**src/rtl/tfm_ram.sv**
```systemverilog
// ----------------------------------------------------------------------------
// tfm_ram: generic single-write, single-read RAM
// One write port and one read port with registered read data.
// ----------------------------------------------------------------------------
`default_nettype none

module tfm_ram #(
    parameter int WIDTH = 16,
    parameter int DEPTH = 32
) (
    input  wire logic                     i_clk,
    input  wire logic                     i_we,
    input  wire logic [$clog2(DEPTH)-1:0] i_waddr,
    input  wire logic [WIDTH-1:0]         i_wdata,
    input  wire logic [$clog2(DEPTH)-1:0] i_raddr,
    output logic      [WIDTH-1:0]         o_rdata
);
    logic [WIDTH-1:0] r_mem [DEPTH];
    logic [WIDTH-1:0] r_rdata;

    // Write one entry, register the read word
    always_ff @(posedge i_clk) begin
        if (i_we) begin
            r_mem[i_waddr] <= i_wdata;
        end
        r_rdata <= r_mem[i_raddr];
    end

    assign o_rdata = r_rdata;
endmodule

`default_nettype wire

```
**config.mk**
```make
export PLATFORM = sky130hd
export DESIGN_NAME = tfm_ram
export DESIGN_NICKNAME = d
export VERILOG_FILES = /design/src/rtl/tfm_ram.sv
export SDC_FILE = /design/constraint.sdc
export NUM_CORES = 1
export LEC_CHECK = 0
export BUFFER_PORTS_ARGS = -buffer_cell sky130_fd_sc_hd__buf_2
export CAP_MARGIN = 20
export CORE_MARGIN = 2
export CORE_UTILIZATION = 50
export CTS_BUF_LIST = sky130_fd_sc_hd__clkbuf_8
export CTS_CLUSTER_DIAMETER = 150
export DETAILED_ROUTE_END_ITERATION = 12
export PLACE_DENSITY = 0.72
export SKIP_LAST_GASP = 1
export SLEW_MARGIN = 20
export SYNTH_ARGS = -nofsm -noshare
export SYNTH_HDL_FRONTEND = slang
export SYNTH_SLANG_ARGS = --single-unit
```
**constraint.sdc**
```tcl
create_clock -name i_clk -period 2.2 [get_ports i_clk]
set_clock_uncertainty 0.2 [all_clocks]
set_input_delay 0 -clock i_clk [delete_from_list [all_inputs] [get_ports i_clk]]
set_output_delay 0 -clock i_clk [all_outputs]
set_load 0.02 [all_outputs]
```
==> results of run 1 <==
==> cell usage after synthesis <==
cell      instances
nor2b_1           2
a31oi_1          16
or3b_2            3
nor2_1           33
nor2_4            1
or3_1             1
buf_8             6
a22oi_1          64
or2_1             1
dfxtp_1          16
nand2b_1          2
a21oi_1          32
a22o_1           32
edfxtp_1        512
buf_12            5
buf_2            19
buf_6             6
buf_4            19
mux2i_1         256
clkbuf_1         12
nand3b_1          5
and2_1            1
nor3_1           16
nand4_1          16
nand2_1          33
nand3_1          34
==> critical path, stage by stage (launching register included) <==
cell           delay (ns)
edfxtp_1             0.35
mux2i_1              0.07
a22o_1               0.25
nor3_1               0.40
a31oi_2              0.16
nand3_1              0.11
dlygate4sd3_1        0.55
==> area by class of cell <==
| class | count | area [um^2] | area share [%] |
|---|---|---|---|
| Clock inverter | 58 | 243 | 1.03 |
| Timing Repair Buffer | 168 | 1370 | 5.83 |
| Multi-Input combinational cell | 548 | 4320 | 18.4 |
| Sequential cell | 528 | 15700 | 66.9 |
| Clock buffer | 85 | 1170 | 4.99 |
| Tap cell | 532 | 666 | 2.84 |
==> cells by family after synthesis <==
logic type             Yosys count  synth area share, %
DFF                            528                 76.4
buffers and inverters           67                 2.63
muxes                          256                 12.5
and+or+nand+nor                148                 3.49
AOI/OAI and AO/OA              144                 4.97
==> per-layer routing <==
metal	vias to the layer above	track usage, %	routed length (um)
met5	-	0	0
met4	0	9.34	1590
met3	106	4.77	4120
met2	490	35.5	22400
li1	4938	-	-
met1	5498	29.0	18100
==> report_power, final <==
group	internal (mW)	leakage [nW]	switching (mW)
logic	0.447	2.88	0.794
clock network	3.56	0.818	3.54
registers	11.2	4.75	0.0540
total	15.2	8.44	4.38
==> state kept, by name (all words and copies together) (netlist names) <==
register	cells
r_mem	512
o_rdata	16
==> worst min path at each step <==
stage / startpoint / endpoint / slack, ns / cells after the start
after floorplan: i_wdata[0] / r_mem[0][0]$_DFFE_PP_ / -0.10 / 0
after global placement: o_rdata[3]$_DFF_P_ / o_rdata[3] / 0.24 / 1
after detailed placement: o_rdata[10]$_DFF_P_ / o_rdata[10] / 0.23 / 1
after CTS: i_raddr[1] / o_rdata[10]$_DFF_P_ / 0.0008 / 6
after global routing: i_raddr[1] / o_rdata[2]$_DFF_P_ / 0.07 / 6
final: i_raddr[0] / o_rdata[8]$_DFF_P_ / 0.04 / 6
==> metrics by stage <==
stage / power, mW / instances / TNS (ns) / worst slack [ns] / utilization (%)
2_1_floorplan: 12.1 / 1143 / 0 / 0.260 / -
6_report: 19.6 / 1919 / 0 / 0.0775 / 57.7
4_1_cts: 19.7 / 1916 / 0 / 0.00581 / 57.7
3_3_place_gp: 12.6 / 1741 / 0 / 0.164 / 53.4
5_1_grt: 20.3 / 1919 / -0.000499 / -0.000499 / 57.7
3_5_place_dp: 12.6 / 1741 / 0 / 0.128 / 53.4
==> what timing repair did <==
action                                  CTS  global route
endpoints found under the setup margin    0             2
hold endpoints to repair                969             0
buffers inserted                          0             3
hold buffers                             32             0
gates resized for setup                   0             1
==> summary.md, run 1 <==
| Metric | Value |
|---|---|
| Outcome | finished clean |
| Highest clock rate | 471 MHz |
| Placed instance area | around 0.022 mm^2 |
| Clock slew at reported path FFs | roughly 0.07 ns |
| Die Area | between 0.04 and 0.05 mm^2 |
| Total number of vias | between 10k and 15k |
| Initial antenna violation count | 1 |
| Crit Path Category | reg -> reg |
| Design Area, Final | roughly 0.023 mm^2 |
| Share of the synthesized area in the top cell type | 74.9% |
| RSZ-0062 raised after global routing | true |
| Antenna Nets Post-Route | 0 |
| Fin crit share | between 90% and 100% |
| R2R depth | 6 |
| Starting Density | 50.5% |
| Worst skew pair latency | between 0.6 and 0.7 ns |
| Hold crit path type | in -> reg |
| Worst path arrival time | between 2 and 3 ns |
| Ports | 44 |
| Layout cells sized above 1 | between 15 and 20% |
| Yosys cell types | 26 |
| Core area | about 0.04 mm^2 |
| Final setup vio count | 0 |
| WP data required | 2.58 ns |
| Largest area contributor in the netlist | edfxtp_1 |
| First-pass GRT wire length | approximately 67000 um |
| R2r setup slk | between 0.07 and 0.08 ns |
| R2R Path End | o_rdata[4]$_DFF_P_ |
| Synth Instances | around 1.1k |
| DRC | 0 |
| Most frequent cells in the layout | edfxtp_1 (512), mux2i_1 (256), clkbuf_8 (85), buf_4 (83), a22oi_1 (64) |
| Nets | 1355 |
| Post-DP HPWL | approximately 27000 um |
| Area contributors post-synth | edfxtp_1 (75%), mux2i_1 (12%), a22oi_1 (2.3%) |
| Die Width | between 200 and 250 um |
| # Max-Cap Violations | 0 |
| Seq/Total Area, Yosys | between 70 and 80% |
| Syn nets | 1171 |
| # fillers | between 3k and 4k |
| Iter 0 DRT Violations | around 1.1k |
| CTS Buf Count | a little over 80 |
| Area of the mapped netlist | between 0.02 and 0.025 mm^2 |
| Fin. Hold Viols | 0 |
| Critical path capture point | o_rdata[4]$_DFF_P_ |
| Vias in the first global route | approximately 11k |
| Clock Tree Root | clkbuf_8 |
| Largest net degree at the start of global routing | 40 |
| First-pass iteration count of the detailed router | 6 |
| Syn Area/Cell | roughly 18 um^2 |
| Area growth syn-to-layout | 14.3% |
| Yosys warns | 0 |
| Die height | a little over 200 um |
| Slew margin rel. | a little over half |
| CTS sink cnt | between 500 and 600 |
| Minimum clock period | approximately 2.1 ns |
| Routability-driven placement congestion ratio | 0.789 |
| PD cells | between 800 and 900 mW/mm^2 |
| Port bufs | between 40 and 50 |
| Wire per inst | about 24 um |
| Post-detailed-routing wire length | 46300 um |
| Slew Viols, Final | 0 |
| Leading cell type in the layout, fill and taps excluded | edfxtp_1 |
| Total gr overflow | 0 |
| Worst hold slack | 0.0405 ns |
| H-tree lvl count | 3 |
| Max Fanout on Critical Path | 1 |
| # rows | 74 |
| Reg-to-reg startpoint | r_mem[6][4]$_DFFE_PP_ |
| Static Leakage | about 8.4 nW |
| CTS tree | built |
| Crit. Startpoint | r_mem[6][4]$_DFFE_PP_ |
| Gr usage total | between 20% and 30% |
| CTS Buffer Depth | 3 |
| Yosys reg bits | ~530 |
| Vias per cell | roughly 5.7 |
| CP endpoint kind | flop |
| Antenna cells | 0 |
| Max rail drop VDD | 0.505 mV |
| Slew @ Worst Pin | roughly 0.70 ns |
| CP Launch Type | flop |
Note: power is estimated with default switching activity, not from simulation.
==> run 2, diff against run 1 <==
--- a/config.mk
+++ b/config.mk
@@ -9,7 +9,6 @@
 export CAP_MARGIN = 20
 export CORE_MARGIN = 2
 export CORE_UTILIZATION = 50
-export CTS_BUF_LIST = sky130_fd_sc_hd__clkbuf_8
 export CTS_CLUSTER_DIAMETER = 150
 export DETAILED_ROUTE_END_ITERATION = 12
 export PLACE_DENSITY = 0.72
==> summary.md, run 2 (synthesis results as in run 1) <==
| Metric | Value |
|---|---|
| Fin crit share | around 96% |
| Post-DP HPWL | around 27000 um |
| Total number of vias | 10.9k |
| Die Area | 0.0427 mm^2 |
| Max rail drop VDD | around 0.82 mV |
| Port bufs | 43 |
| Worst path arrival time | approximately 2.4 ns |
| Fin Setup TNS | 0 ns |
| Slew Viols, Final | 0 |
| Hold crit path type | in -> reg |
| Most flop-heavy register | r_mem |
| # rows | 74 |
| Final setup vio count | 0 |
| CTS sink cnt | ~530 |
| Comb pwr share | under 10% |
| RSZ-0062 raised after global routing | false |
| Clock Tree Root | clkbuf_16 |
| Fin. Hold Viols | 0 |
| Worst hold slack | between 0.07 and 0.08 ns |
| Iter 0 DRT Violations | between 1k and 1.5k |
| Crit-path cells | buf_2, dlygate4sd3_1, nor2b_4, buf_12, a22oi_1, nand4_1, dlygate4sd3_1, nand3_1 |
| Starting Density | 50.5% |
| Clk pwr share | about 41% |
| Post-detailed-routing wire length | 45800 um |
| Area growth syn-to-layout | 15.2% |
| Clock slew at reported path FFs | around 0.060 ns |
| Slew margin rel. | a little over half |
| Vias in the first global route | 10.6k |
| CTS Buf Count | 51 |
| Worst skew pair latency | a little under 0.6 ns |
| Most frequent CP cell | dlygate4sd3_1 |
| Leading cell type in the layout, fill and taps excluded | edfxtp_1 |
| Ports | 44 |
| Minimum clock period | 2.12 ns |
| # fillers | a little under 3k |
| Core area | about 0.04 mm^2 |
| Die Width | a little over 200 um |
| Sw Pwr | between 4 and 5 mW |
| First-pass iteration count of the detailed router | 5 |
| Placed instance area | 0.0217 mm^2 |
| Gr usage total | 21.6% |
| Max Fanout on Critical Path | 24 |
| Sequential share of power | 53.3% |
| Routability-driven placement congestion ratio | slightly below 0.8 |
| CP Launch Type | input pin |
| Highest clock rate | 471 MHz |
| First-pass GRT wire length | roughly 67000 um |
| Largest net degree at the start of global routing | 40 |
| PD cells | 892 mW/mm^2 |
| Design Area, Final | between 0.02 and 0.025 mm^2 |
| Antenna Nets Post-Route | 0 |
| CTS tree | built |
| # Max-Cap Violations | 0 |
| Max reg flops | 512 |
| Worst path bufs/invs | 4 |
| CTS Buffer Depth | 3 |
| Switching Share | 20.9% |
| H-tree lvl count | 2 |
| Static Leakage | approximately 8.4 nW |
| Total gr overflow | 0 |
| Layout cells sized above 1 | between 10% and 20% |
| CP endpoint kind | flop |
| Die height | around 210 um |
| Crit Path Category | in -> reg |
| Outcome | finished clean |
| DRC | 0 |
| WP data required | ~2.4 ns |
| CP max stage cell | dlygate4sd3_1 |
| Initial antenna violation count | 1 |
| Slew @ Worst Pin | a little over 0.7 ns |
| Most frequent cells in the layout | edfxtp_1 (512), mux2i_1 (256), buf_4 (82), a22oi_1 (64), clkbuf_16 (52) |
| CP top delay family | buffers and inverters |
| Internal Power | roughly 17 mW |
| CP peak stage delay | approximately 0.63 ns |
| Wire per inst | ~25 um |
| Nets | approximately 1.3k |
| Vias per cell | about 6 |
[run 2: changes by cell type in the layout (fill, tap and decap cells not counted), sizes merged]
cell	previous run	this run
bufinv	0	6
clkbuf	85	64
clkinv	30	20
clkinvlp	3	1
diode	0	1
dlygate4sd3	32	26
inv	25	1
[run 2: final timing paths]
check | startpoint | to | depth (start not counted) | slack [ns]
max | i_raddr[2] | o_rdata[7]$_DFF_P_ | 8 | 0.08
min | i_raddr[0] | o_rdata[8]$_DFF_P_ | 6 | 0.08
max reg2reg | r_mem[30][7]$_DFFE_PP_ | o_rdata[7]$_DFF_P_ | 5 | 0.36
min reg2reg | r_mem[11][8]$_DFFE_PP_ | o_rdata[8]$_DFF_P_ | 4 | 0.40
[run 2: timing repair]
item,4_1_cts,5_1_grt
setup buffers,0,3
gates resized for setup,0,0
setup endpoints to repair,0,2
hold endpoints to repair,705,0
hold buffers,26,0
[run 2: layout make-up]
cell class	count	area (um^2)	area share (%)
clock buffers	64	1360	5.73
flip-flops and latches	528	15700	66.4
clock inverters	28	295	1.25
well taps	532	666	2.81
multi-input cells	548	4320	18.3
repair buffers	162	1320	5.59
diodes	1	2.50	0.0106
[run 2: power by group through the flow]
stage               logic, mW  clock network, mW  registers (mW)
finish                   1.23               8.62            11.2
global route             1.31               9.14            11.2
CTS                      1.22               8.73            11.2
detailed placement       1.18                  0            11.5
global placement         1.16                  0            11.4
floorplan               0.628                  0            11.5
[run 2: metal layers]
| layer | up-vias | part of all wire (%) | track usage, % |
|---|---|---|---|
| li1 | 4842 | - | - |
| met1 | 5466 | 41 | 29.6 |
| met2 | 460 | 49 | 36.1 |
| met3 | 87 | 7.8 | 3.30 |
| met4 | 0 | 2.8 | 6.79 |
| met5 | - | 0 | 0 |
[run 2: per-stage QoR]
step	setup WS, ns	util, %	total power, mW	cells
floorplan	0.260	-	12.1	1143
global placement	0.164	53.4	12.6	1741
detailed placement	0.128	53.4	12.6	1741
CTS	0.0263	58.1	21.2	1859
global route	0.0584	58.2	21.7	1862
finish	0.0784	58.2	21.1	1863
[run 2: tightest hold or removal path, delay by kind of cell]
kind	cells	cell delay, ns
compound gates	1	0.15
mux	1	0.13
buf+inv	2	0.37
simple gates	2	0.16
